==> config.mk <==
export PLATFORM = sky130hd
export DESIGN_NAME = r2q_fifo
export DESIGN_NICKNAME = d
export VERILOG_FILES = /design/src/rtl/r2q_pkg.sv /design/src/rtl/r2q_fifo.sv
export SDC_FILE = /design/constraint.sdc
export NUM_CORES = 1
export LEC_CHECK = 0
export BUFFER_PORTS_ARGS = -buffer_cell sky130_fd_sc_hd__buf_2
export CORE_MARGIN = 5
export CORE_UTILIZATION = 45
export CTS_BUF_LIST = sky130_fd_sc_hd__clkbuf_4 sky130_fd_sc_hd__clkbuf_8
export DETAILED_ROUTE_END_ITERATION = 6
export SYNTH_ARGS = -nofsm -noshare
export SYNTH_HDL_FRONTEND = slang
export SYNTH_SLANG_ARGS = --single-unit
==> constraint.sdc <==
create_clock -name clk -period 2.7 [get_ports clk]
set_input_delay 0.135 -clock clk [delete_from_list [all_inputs] [get_ports clk]]
set_output_delay 0.135 -clock clk [all_outputs]
set_load 0.01 [all_outputs]
==> src/rtl/r2q_pkg.sv <==
// ----------------------------------------------------------------------------
// r2q_pkg
// Shared types and constants for the rotation matrix to quaternion converter.
// ----------------------------------------------------------------------------
package r2q_pkg;

	// fixed point format of matrix elements and quaternion components
	localparam int FRAC = 14;
	localparam int ONE  = 1 << FRAC;

	// width of the clamped radicand and of one difference magnitude
	localparam int RAD_W = 17;
	localparam int DIF_W = 17;

	// branch of the conversion: trace branch or largest diagonal element
	typedef enum logic [1:0] {
		BR_W,
		BR_X,
		BR_Y,
		BR_Z
	} branch_t;

	// classified word handed from the front part to the back part
	typedef struct packed {
		logic [RAD_W-1:0]           rad;
		logic [2:0][DIF_W-1:0]      dmag;
		logic [2:0]                 dneg;
		branch_t                    diag;
	} cls_t;

endpackage

==> src/rtl/r2q_fifo.sv <==
// ----------------------------------------------------------------------------
// r2q_fifo
// Short queue of classified words between the front and the back part.
// ----------------------------------------------------------------------------
module r2q_fifo #(
	parameter int DEPTH = 4
) (
	input  logic            clk,
	input  logic            arst_n,
	input  logic            push_valid,
	input  r2q_pkg::cls_t   push_data,
	output logic            push_ready,
	output logic            pop_valid,
	output r2q_pkg::cls_t   pop_data,
	input  logic            pop_ready
);
	import r2q_pkg::*;

	localparam int AW = (DEPTH > 1) ? $clog2(DEPTH) : 1;
	localparam int CW = $clog2(DEPTH + 1);

	cls_t           mem_q [DEPTH];
	logic [AW-1:0]  wr_q;
	logic [AW-1:0]  rd_q;
	logic [CW-1:0]  cnt_q;
	logic           do_push;
	logic           do_pop;

	assign push_ready = cnt_q != CW'(DEPTH);
	assign pop_valid  = cnt_q != '0;
	assign pop_data   = mem_q[rd_q];
	assign do_push    = push_valid && push_ready;
	assign do_pop     = pop_valid && pop_ready;

	// pointers and fill count
	always_ff @(posedge clk or negedge arst_n) begin
		if (!arst_n) begin
			wr_q  <= '0;
			rd_q  <= '0;
			cnt_q <= '0;
		end else begin
			if (do_push) begin
				wr_q <= (wr_q == AW'(DEPTH - 1)) ? '0 : wr_q + 1'b1;
			end
			if (do_pop) begin
				rd_q <= (rd_q == AW'(DEPTH - 1)) ? '0 : rd_q + 1'b1;
			end
			if (do_push && !do_pop) begin
				cnt_q <= cnt_q + 1'b1;
			end else if (do_pop && !do_push) begin
				cnt_q <= cnt_q - 1'b1;
			end
		end
	end

	// storage
	always_ff @(posedge clk) begin
		if (do_push) begin
			mem_q[wr_q] <= push_data;
		end
	end

endmodule

## After elaboration in Yosys (flattened, before gate mapping)

Memory sizes are Yosys's and may differ from the RTL's.
Index checks and enable logic that the tools add are counted.

- Input port bits: 77
- Bits in writable memories: 292
- Word-level logic and storage cells: 25
- Output and inout port bits: 75
- Register bits after elaboration: 7
- Memories kept: 1

Memories:

| memory | words | bits a word | rd ports | clocked after Yosys merged registers in | wr ports | line | text |
|---|---|---|---|---|---|---|---|
| mem_q | 4 | 73 | 1 | 0 | 1 | r2q_fifo.sv:22 | `cls_t mem_q [DEPTH];` |

- Eq/ne operators: 3
- Muxes and demuxes: 6
- Reductions and logical operators: 8
- $add $sub $neg: 4

Operators with widths:

| cell | number |
|---|---|
| 3-bit two-way mux | 2 |
| 2-bit by 1-bit adder with 2-bit output, second input constant | 2 |
| 2-bit == test, second input constant | 2 |
| 1-bit logical AND | 4 |
| 2-bit two-way mux | 2 |
| 3-bit by 1-bit adder with 3-bit output, second input constant | 1 |
| 3-bit inequality test, second input constant | 1 |
| 3-bit nonzero test | 1 |
| 3-bit by 1-bit subtractor with 3-bit output, second input constant | 1 |
| 1-bit zero test | 2 |
| 1-bit two-way mux | 2 |
| 2-bit nonzero test | 1 |

## Longest topological paths before layout

- Word-level depth: 6
- Gate-level depth with buffers: 8
- Depth with buffers taken out: 8

## Worst setup path before layout

OpenSTA, ideal clock, no wires.

- Path kind: register -> register
- From: register cnt_q[1]
- To: register cnt_q[2]
- Period minus slack after synthesis: 2.124 ns
- Slack: 0.576 ns
- Buffers on the path: 0
- Required time: 2.621 ns
- Arrival time: 2.044 ns
- Cell stages (with the launch flop): 9
- Setup time: 0.079 ns
- Path through: dfrtp_1 -> or3_2 -> nand2_1 -> ha_1 -> inv_1 -> fa_1 -> xor2_1 -> nor2_1 -> xor2_1

- Longest elaborated chain between the ends: 5
- Elaborated cells between the ends (all ways): 13
- Those cells by class: add/sub: 2; eq/ne: 1; mux: 2; reduce/logical: 8

Ends and longest elaborated chain:

| what | line | text |
|---|---|---|
| start, declared | r2q_fifo.sv:25 | `logic [CW-1:0] cnt_q;` |
| start signal, assigned | r2q_fifo.sv:49 | `cnt_q <= cnt_q + 1'b1;` |
| start signal, assigned | r2q_fifo.sv:51 | `cnt_q <= cnt_q - 1'b1;` |
| 3-bit nonzero test (*) | r2q_fifo.sv:30 | `assign pop_valid = cnt_q != '0;` |
| named net pop_valid | r2q_fifo.sv:13 | `output logic pop_valid,` |
| 1-bit logical AND (*) | r2q_fifo.sv:33 | `assign do_pop = pop_valid && pop_ready;` |
| 1-bit zero test | r2q_fifo.sv:48 | `if (do_push && !do_pop) begin` |
| 1-bit logical AND | r2q_fifo.sv:48 |  |
| 3-bit two-way mux or 2-bit nonzero test (tied branches) | - |  |

Mark *: on every way through the listed nets, which the timed path passes. The rest lies on a longest branch. The select of a mux whose other input is x is not followed.
A chain may end at the register's enable or synchronous reset.

## Final worst setup path

- From: register cnt_q[1]
- To: register cnt_q[2]

- Longest elaborated chain between the ends: 5
- Elaborated cells between the ends (all ways): 13
- Those cells by class: add/sub: 2; eq/ne: 1; mux: 2; reduce/logical: 8

Ends and longest elaborated chain:

| what |
|---|
| branches (longest 5 deep; another with 3-bit by 1-bit subtractor with 3-bit output) |

Parallel ways; which one is timed is not known. The select of a mux whose other input is x is not followed.

==> run metrics <==
Slew Viols, Final 0; area delta synth->final 27.0%; Detailed Place HPWL 11600 um; Post-route DRC 0; flops & latches, synth 299; Starting Density 0.454; Rel. slew slack 0.665; clock root buffer clkbuf_8; DRT Wirelength 20600 um; gpl congestion 0.756; router iterations before antenna repair 4; CP arrival 2650 ps; setup TNS 0 ps; clk slew on worst S/H paths 60 ps; Post-Syn Area 0.0109 mm2; ranking of synthesized cells by area edfxtp_1 (80%), mux4_2 (15%), dfrtp_1 (1.6%); largest net degree at the start of global routing 74; total die area 0.0275 mm2; drt via density 5.02; Crit Path Class reg2reg; wire per inst 19.6 um; post-route clock period utilization 0.814; Yosys cell types 19; Num Clock Sinks 299; IO Pins 152; max-cap violation count 0; Via Count 5273; Cells after Synth 417; Mapped Nets 501; Critical Path Source Type flip-flop; Core Footprint 0.0241 mm2; pwr dens 1040 mW/mm2; total CTS buffers 48; leakage 4.85 nW; CTS max path bufs 3; Die Wd 166 um; H-tree levels 2; ratio of cells with drive above 1 in the final layout 0.448; top cell type's share of synthesized area 0.801; hold_ws 43.1 ps; Row Count 57; worst slew pin tran 502 ps; Hold Fails Final Rpt 0; GR Overflow Total 0; vias in the first global route 5830; highest clock rate 455 MHz; Crit Path Max Fanout 4; RSZ-0062 raised after global routing false; worst skew pair latency 530 ps; Final nets 772; synthesized area per cell 26.3 um2; post-synthesis sequential area ratio 0.817; total track usage 0.150; Synth area leader edfxtp_1; hold crit path type in2reg; initial antenna violation count 1; Area after DPL 0.0122 mm2; Final Instance Area 0.0139 mm2; Yosys warning total 0; first-pass GRT wire length 32500 um; Worst EP required 3150 ps; Port Buf Inserts 151; Final setup viols 0; setup repair bufs after CTS 0; CP endpoint kind flip-flop; outcome completed; drt first-iter violations 339; die height 166 um; ANT nets after route 0; fin crit period 2200 ps; VDD IR max 0.658 mV; Worst Clk Skew 23.0 ps; CTS tree done
## repair_timing
item | 4_1_cts | 5_1_grt
endpoints found under the hold margin | 299 | 0
gates resized for setup | 0 | 0
hold buffers | 75 | 0
setup endpoints to repair | 0 | 0
## worst max-delay path: stages (launching register included)
cell     delay [ps]
dfrtp_1         410
or3_2           490
nand2_1         150
ha_1            200
inv_1            60
fa_1            370
xor2_1          170
nor2_1          110
xor2_1          160
## final timing paths
path                           start       end  cells past startpoint  slack, ps
setup / recovery            cnt_q[1]  cnt_q[2]                      8        500
hold / removal             pop_ready   rd_q[1]                      3         40
setup reg to reg            cnt_q[1]  cnt_q[2]                      8        500
hold reg to reg             cnt_q[2]  cnt_q[2]                      1        500
max in group asynchronous     arst_n   rd_q[1]                      3       1820
min in group asynchronous     arst_n  cnt_q[2]                      3        570
## cells in the mapped netlist
library cell,instances
buf_4,6
ha_1,6
inv_1,3
or3b_4,1
or3_2,1
nand2_1,1
edfxtp_1,292
fa_1,1
and3_2,4
clkbuf_1,3
mux2_2,3
buf_2,7
xnor2_1,1
mux2_4,2
dfrtp_1,7
nor2_1,3
and2_4,1
xor2_1,2
mux4_2,73
## per-stage QoR
| stage | power (mW) | setup slack, ps | util | std cells |
|---|---|---|---|---|
| floorplan | 9.17 | 576 | - | 417 |
| global placement | 10.8 | 548 | 0.507 | 887 |
| detailed placement | 10.9 | 508 | 0.507 | 887 |
| CTS | 14.7 | 431 | 0.577 | 1050 |
| global route | 15.2 | 343 | 0.577 | 1051 |
| finish | 14.4 | 502 | 0.577 | 1051 |
## state kept, by name (all words and copies together) (netlist names)
signal,flops
mem_q,292
cnt_q,3
wr_q,2
rd_q,2
## kinds of logic (layout without fill, tap and decap cells)
group / Yosys count / count (layout) / synth area share
DFF: 299 / 299 / 0.817
adders and majority gates: 7 / 7 / 0.00869
other: 0 / 1 / 0
and+or+nand+nor: 11 / 11 / 0.00663
muxes: 78 / 78 / 0.156
xor gates and xnor gates: 3 / 3 / 0.00240
buffers and inverters: 19 / 328 / 0.00937
## power by group
part           switching (mW)  internal, mW  total (mW)
clock                    1.63          2.04        3.67
sequential              0.218          6.14        6.36
combinational            2.31          2.07        4.38
total                    4.16          10.2        14.4
## layout by cell type, fill, tap and decap left out, types with 3 or more instances in the layout
cell type	n
clkinv_1	12
clkbuf_8	53
nor2_1	3
ha_1	6
buf_4	4
and3_4	4
buf_2	151
edfxtp_1	292
dlygate4sd3_1	75
dfrtp_1	5
mux4_2	73
clkinv_2	11
mux2_2	3
buf_12	7
inv_1	3
clkbuf_4	10
## final cells by class
cell class                      instances  area [um2]
Sequential cell                       299        8950
Tap cell                              324         405
Fill cell                            1863       10200
Clock buffer                           63         805
Inverter                                3        11.3
Clock inverter                         25         139
Antenna cell                            1        2.50
Timing Repair Buffer                  237        1680
Multi-Input combinational cell         99        1920
## metal layers
metal | wire (um) | GRT usage | vias up
li1 | - | - | 2353
met1 | 8900 | 0.201 | 2745
met2 | 10000 | 0.243 | 144
met3 | 1300 | 0.0443 | 31
met4 | 351 | 0.0391 | 0
met5 | 0 | 0 | -
No activity file was read; power rests on OpenSTA's default activity.
