## src/rtl/r2q_pkg.sv

```systemverilog
// ----------------------------------------------------------------------------
// r2q_pkg
// Shared types and constants for the rotation matrix to quaternion converter.
// ----------------------------------------------------------------------------
package r2q_pkg;

	// fixed point format of matrix elements and quaternion components
	localparam int FRAC = 14;
	localparam int ONE  = 1 << FRAC;

	// width of the clamped radicand and of one difference magnitude
	localparam int RAD_W = 17;
	localparam int DIF_W = 17;

	// branch of the conversion: trace branch or largest diagonal element
	typedef enum logic [1:0] {
		BR_W,
		BR_X,
		BR_Y,
		BR_Z
	} branch_t;

	// classified word handed from the front part to the back part
	typedef struct packed {
		logic [RAD_W-1:0]           rad;
		logic [2:0][DIF_W-1:0]      dmag;
		logic [2:0]                 dneg;
		branch_t                    diag;
	} cls_t;

endpackage

```

## src/rtl/r2q_front.sv

```systemverilog
// ----------------------------------------------------------------------------
// r2q_front
// Takes a matrix word, forms the trace, picks the branch, the clamped
// radicand and the three off-diagonal sums or differences.
// ----------------------------------------------------------------------------
module r2q_front (
	input  logic                  clk,
	input  logic                  arst_n,
	input  logic                  in_valid,
	output logic                  in_stall,
	input  logic signed [15:0]    forward_x,
	input  logic signed [15:0]    forward_y,
	input  logic signed [15:0]    forward_z,
	input  logic signed [15:0]    right_x,
	input  logic signed [15:0]    right_y,
	input  logic signed [15:0]    right_z,
	input  logic signed [15:0]    up_x,
	input  logic signed [15:0]    up_y,
	input  logic signed [15:0]    up_z,
	output logic                  out_valid,
	output r2q_pkg::cls_t         out_data,
	input  logic                  out_ready
);
	import r2q_pkg::*;

	logic signed [17:0] tr;
	logic signed [18:0] rad;
	logic signed [17:0] dif [3];
	branch_t            diag;
	cls_t               cls;
	logic               vld_s1;
	cls_t               cls_s1;

	// trace and branch choice
	always_comb begin
		tr = 18'(forward_x) + 18'(right_y) + 18'(up_z);
		if (tr > 18'sd0) begin
			diag   = BR_W;
			rad    = 19'(ONE) + 19'(tr);
			dif[0] = 18'(right_z) - 18'(up_y);
			dif[1] = 18'(up_x) - 18'(forward_z);
			dif[2] = 18'(forward_y) - 18'(right_x);
		end else if (forward_x > right_y && forward_x > up_z) begin
			diag   = BR_X;
			rad    = 19'(ONE) + 19'(forward_x) - 19'(right_y) - 19'(up_z);
			dif[0] = 18'(right_z) - 18'(up_y);
			dif[1] = 18'(right_x) + 18'(forward_y);
			dif[2] = 18'(up_x) + 18'(forward_z);
		end else if (right_y > up_z) begin
			diag   = BR_Y;
			rad    = 19'(ONE) + 19'(right_y) - 19'(forward_x) - 19'(up_z);
			dif[0] = 18'(up_x) - 18'(forward_z);
			dif[1] = 18'(right_x) + 18'(forward_y);
			dif[2] = 18'(up_y) + 18'(right_z);
		end else begin
			diag   = BR_Z;
			rad    = 19'(ONE) + 19'(up_z) - 19'(forward_x) - 19'(right_y);
			dif[0] = 18'(forward_y) - 18'(right_x);
			dif[1] = 18'(up_x) + 18'(forward_z);
			dif[2] = 18'(up_y) + 18'(right_z);
		end
	end

	// clamp and split into sign and magnitude
	always_comb begin
		cls.diag = diag;
		cls.rad  = rad[18] ? '0 : rad[RAD_W-1:0];
		for (int k = 0; k < 3; k++) begin
			cls.dneg[k] = dif[k][17];
			cls.dmag[k] = dif[k][17] ? DIF_W'(-dif[k]) : DIF_W'(dif[k]);
		end
	end

	// one register stage toward the queue
	assign in_stall  = vld_s1 && !out_ready;
	assign out_valid = vld_s1;
	assign out_data  = cls_s1;

	always_ff @(posedge clk or negedge arst_n) begin
		if (!arst_n) begin
			vld_s1 <= 1'b0;
		end else if (!in_stall) begin
			vld_s1 <= in_valid;
		end
	end

	always_ff @(posedge clk) begin
		if (!in_stall && in_valid) begin
			cls_s1 <= cls;
		end
	end

endmodule

```

## config.mk

```make
export PLATFORM = sky130hd
export DESIGN_NAME = r2q_front
export DESIGN_NICKNAME = d
export VERILOG_FILES = /design/src/rtl/r2q_pkg.sv /design/src/rtl/r2q_front.sv
export SDC_FILE = /design/constraint.sdc
export NUM_CORES = 1
export LEC_CHECK = 0
export BUFFER_PORTS_ARGS = -buffer_cell sky130_fd_sc_hd__buf_2
export CAP_MARGIN = 25
export CORE_UTILIZATION = 27
export CTS_BUF_LIST = sky130_fd_sc_hd__clkbuf_4
export CTS_CLUSTER_DIAMETER = 150
export DETAILED_ROUTE_END_ITERATION = 8
export MAX_ROUTING_LAYER = met4
export PLACE_DENSITY_LB_ADDON = 0.15
export SLEW_MARGIN = 15
export SYNTH_ARGS = -nofsm -noshare
export SYNTH_HDL_FRONTEND = slang
export SYNTH_SLANG_ARGS = --single-unit
```

## constraint.sdc

```tcl
create_clock -name clk -period 8.3 [get_ports clk]
set_input_delay 0.83 -clock clk [delete_from_list [all_inputs] [get_ports clk]]
set_output_delay 0.83 -clock clk [all_outputs]
set_load 0.05 [all_outputs]
```

# == Word-level counts from Yosys, hierarchy flattened ==
# Index checks and enable logic that the tools add are counted.
# op_classes
add_sub_neg,21
magnitude_cmp,4
mux,11
n_reduce_logical,6
# op_table
op,n
two-way mux 54 bit,3
adder 16 x 16 -> 17 bit,4
two-way mux 19 bit,3
subtractor 18 x 16 -> 19 bit,3
subtractor 17 x 16 -> 18 bit,3
"adder 16 x 16 -> 17 bit, first input constant",3
two-way mux 17 bit,3
negation 17 bit,3
subtractor 16 x 16 -> 17 bit,3
greater-than comparator 16 bit,3
"adder 16 x 18 -> 19 bit, first input constant",1
adder 17 x 16 -> 18 bit,1
"greater-than comparator 18 x 1 -> 1 bit, second input constant",1
logical AND 1 bit,3
logical NOT 1 bit,2
two-way mux 1 bit,2
OR reduction 2 bit,1
# totals
register_bits,74
inputBits,148
out_inout_bits,75
wordCells,50

# == Depth between registers and ports, before layout ==
# depth
word_depth,6
mapped_depth,33

# == Worst setup path after synthesis ==
# Ideal clock, no wire load.
# synth_timing
path_type,input -> register
start,input port forward_x[1]
end,"register cls_s1 (netlist bit out_data[34]), data pin"
setup_ns,0.259
arrival_time_ns,6.054
required_ns,8.041
slack_ns,1.987
path_stages,28
path_cell_list,fa_1 > ha_1 > fa_1 > a211oi_1 > o221a_4 > o21a_1 > o21a_1 > nor2_1 > a21oi_1 > xnor2_1 > ha_1 > nor4bb_1 > nand2_1 > a21oi_1 > o2111ai_1 > nor4_2 > and4bb_4 > nor2_2 > clkbuf_1 > clkbuf_1 > nor2_1 > mux2i_1 > inv_1 > ha_1 > nand3_1 > nor4_1 > a31oi_1 > xnor2_1
# synth_rtl
item,line_no,text
start: declaration,r2q_front.sv:11,"input logic signed [15:0] forward_x,"
end signal: assignment,r2q_front.sv:89,cls_s1 <= cls;
end: declaration,r2q_front.sv:32,cls_t cls_s1;

==> impl_metrics.yaml <==
worst_setup_path:
  worstSetupEndpointType: "flip-flop"
  critPathLaunchType: "input pin"
  timing.rr.end: "out_data[57]"
  worstPathRequired_ns: 8.60
  crit_arrival_ns: 7.30
  worstPathMaxFanout: 19
  reg2regPathDepth: 3
  critical_path_buf_inv_count: 5
  rr_startpoint: "out_valid"
  path_class: "input pin to flip-flop"
  cp_slowest_stage_delay_ns: 0.67
  critPathTopFamily: "simple AND/OR/NAND/NOR gates"
  path_depth: 26
  crit_start: "forward_x[3]"
  rrSetupSlack_ns: 6.32
  cpMaxStageDelayCell: "nor4_1"
worst_hold_path:
  worstHoldEndpoint: "out_valid"
  worstHoldStart: "in_valid"
  hold_path.class: "input pin to flip-flop"
  hold_depth: 2
detailed_routing:
  wirelength_um: 57900
  wl_met2_um: 30300
  drtPass1Iterations: 8
  drcViolationCount: 9
  wl_met3_um: 1670
  via_count: 14356
  routedWlPerCell_um: 20.1
  viasPerCell: 4.98
  antenna_left: 0
  drtIter0Drc: 796
  highest_layer: "met4"
  met1_length_um: 24200
die:
  ios: 223
  rows: 89
  die_height_um: 248
  design.core.area_um2: 59400
  die_area_um2: 61400
  start_util_pct: 27.5
  die_w_um: 248
clock_tree:
  ctsHtreeMaxLevel: 3
  postCtsSetupBuffers: 0
  clk_latency_ns: 0.55
  cts_sinks: 74
  cts_hold_buf: 1
  clock-root-buffer: "clkbuf_4"
  cts_tree: "built"
  path_clk_slew_ns: 0.15
  cts_resized: 0
  clock_path_buffers: 2
  numCtsBuffers: 9
final_layout:
  multi_input_area_um2: 13100
  drive_gt1_share_pct: 14.5
  regArea_um2: 2220
  nFillCells: 6400
  nets: 2631
  flow.area_growth_from_synthesis_pct: 13.1
  finalNonFillerCells: 2885
  postLayoutCellArea_um2: 18400
logic_synthesis:
  synth_edf_count: 73
  yosysSeqAreaShare_pct: 13.6
  synth_cells: 1916
  yosys_warnings: 0
  synth-async-reset-ratio_pct: 1.35
  syn_area_um2: 16300
  synthDistinctLibCells: 94
  syn_nets: 2441
  avgSynthCellArea_um2: 8.51
  ys.flop_type: "edfxtp_1"
  synth-seq-cells: 74
power:
  p_seq_share_pct: 18.2
  p_switching_mw: 1.92
  p_per_area_nw_per_um2: 190
  sw_frac_of_total_pct: 54.7
  leakage_nw: 8.50
  clkPwrFrac_pct: 7.5
  pwr-share-comb_pct: 74.3
  ir_worst_vdd_uv: 71.2
  p_int_mw: 1.59
outcome:
  status: "finished, violations left"
  violations: "design-rule violations"
flow_run:
  drv_cap: 0
placed_design:
  place_inst: 2866
  gp_congestion: 0.926
  port_buffers: 222
  dp.final_hpwl_um: 50100
  postPlaceCellArea_um2: 18300
grt:
  overflow: 0
  grt_pass1_wl_um: 86300
  track_usage_pct: 19.3
  antenna_found_initial: 1
  grt_max_degree: 67
  grt_pass1_vias: 14492
timing:
  clock_skew_ns: 0.0290
  finalMaxSlewViolations: 0
  hold_violations: 0
  timing.hold.ws_ns: 0.467
  worst_pin_slew_ns: 1.07
  tns_ns: 0
  min_period_ns: 7.00
  fmax_mhz: 143
  rsz0062_at_grt: "no"
  setup_viol: 0
  slew_headroom_pct: 28.1
  min_period_over_period_pct: 84.3
-- cell usage in the layout (no fill, tap or decap), types with 14 or more instances in the layout --
cell and instances:
o21bai_1 19, o31ai_1 16, a211oi_1 24, mux2_2 17, mux2i_1 42, o21ai_0 88, nand3_1 24, nand2b_1 30
a21o_1 39, a21oi_1 134, nor3_1 36, o211ai_1 16, nand2_1 102, xor2_1 38, buf_4 15, inv_1 206
edfxtp_1 73, o21a_1 14, buf_2 222, a31oi_1 35, xnor2_1 128, nor2_1 145, nor2b_1 30, ha_1 303
fa_1 74
-- synthesized netlist by cell type (14+ instances only) --
library cell | number | area share (%)
a211oi_1 | 24 | 1.1
a21o_1 | 39 | 1.8
a21oi_1 | 134 | 4.1
a31oi_1 | 35 | 1.3
clkbuf_1 | 38 | 0.87
edfxtp_1 | 73 | 13
fa_1 | 74 | 9.1
ha_1 | 303 | 23
inv_1 | 206 | 4.7
mux2_2 | 17 | 1.2
mux2i_1 | 42 | 2.6
nand2_1 | 102 | 2.3
nand2b_1 | 30 | 1.2
nand3_1 | 24 | 0.74
nor2_1 | 146 | 3.4
nor2b_1 | 30 | 1.2
nor3_1 | 37 | 1.1
o211ai_1 | 16 | 0.74
o21a_1 | 14 | 0.64
o21ai_0 | 88 | 2.7
o21bai_1 | 19 | 0.87
o31ai_1 | 16 | 0.74
xnor2_1 | 128 | 6.9
xor2_1 | 38 | 2.0
-- worst max-delay path by stage --
stage                   end  slack (ns)
2_1_floorplan  out_data[34]        1.99
3_3_place_gp   out_data[36]        0.87
3_5_place_dp   out_data[34]        0.73
4_1_cts        out_data[34]        1.33
5_1_grt        out_data[34]        0.69
6_report       out_data[34]        1.30
-- state kept, by name (all words and copies together) (netlist names) --
| signal | flops |
|---|---|
| out_data | 73 |
| out_valid | 1 |
-- per-layer routing --
metal  track usage [%]  vias up
li1                  -     7105
met2              35.2      301
met1              22.3     6877
met3              1.36       73
met5                 -        -
met4              6.21        0
-- power by group through the flow --
stage                     Sequential (mW)  Clock, mW  Combinational, mW
after global placement              0.655          0               2.61
after CTS                           0.645      0.273               2.62
after floorplan                     0.915          0               1.55
after global routing                0.644      0.285               2.85
final                               0.638      0.261               2.60
after detailed placement            0.653          0               2.61
-- final cells by class --
cell class	instances	share of cell area [%]
Clock buffer	9	0.367
Antenna cell	1	0.0136
Inverter	207	4.23
Clock inverter	7	0.407
Multi-Input combinational cell	1575	70.9
Timing Repair Buffer	239	6.77
Sequential cell	74	12.0
Tap cell	773	5.25
-- cells by family after synthesis --
kind of cell | after synthesis | synth area share, %
adders and majority gates | 377 | 32.3
and+or+nand+nor | 481 | 15.0
xor gates and xnor gates | 166 | 8.92
muxes | 59 | 3.75
buffers and inverters | 267 | 6.35
AOI/OAI and AO/OA | 492 | 20.0
DFF | 74 | 13.6
-- stage by stage --
stage                     setup slack, ns  power [mW]  util, %
final                                1.30        3.50     31.1
after floorplan                      1.99        2.47        -
after detailed placement            0.728        3.26     30.8
after global placement              0.867        3.26     30.8
after global routing                0.694        3.78     31.1
after CTS                            1.33        3.54     31.0
Note: power is estimated with default switching activity, not from simulation.
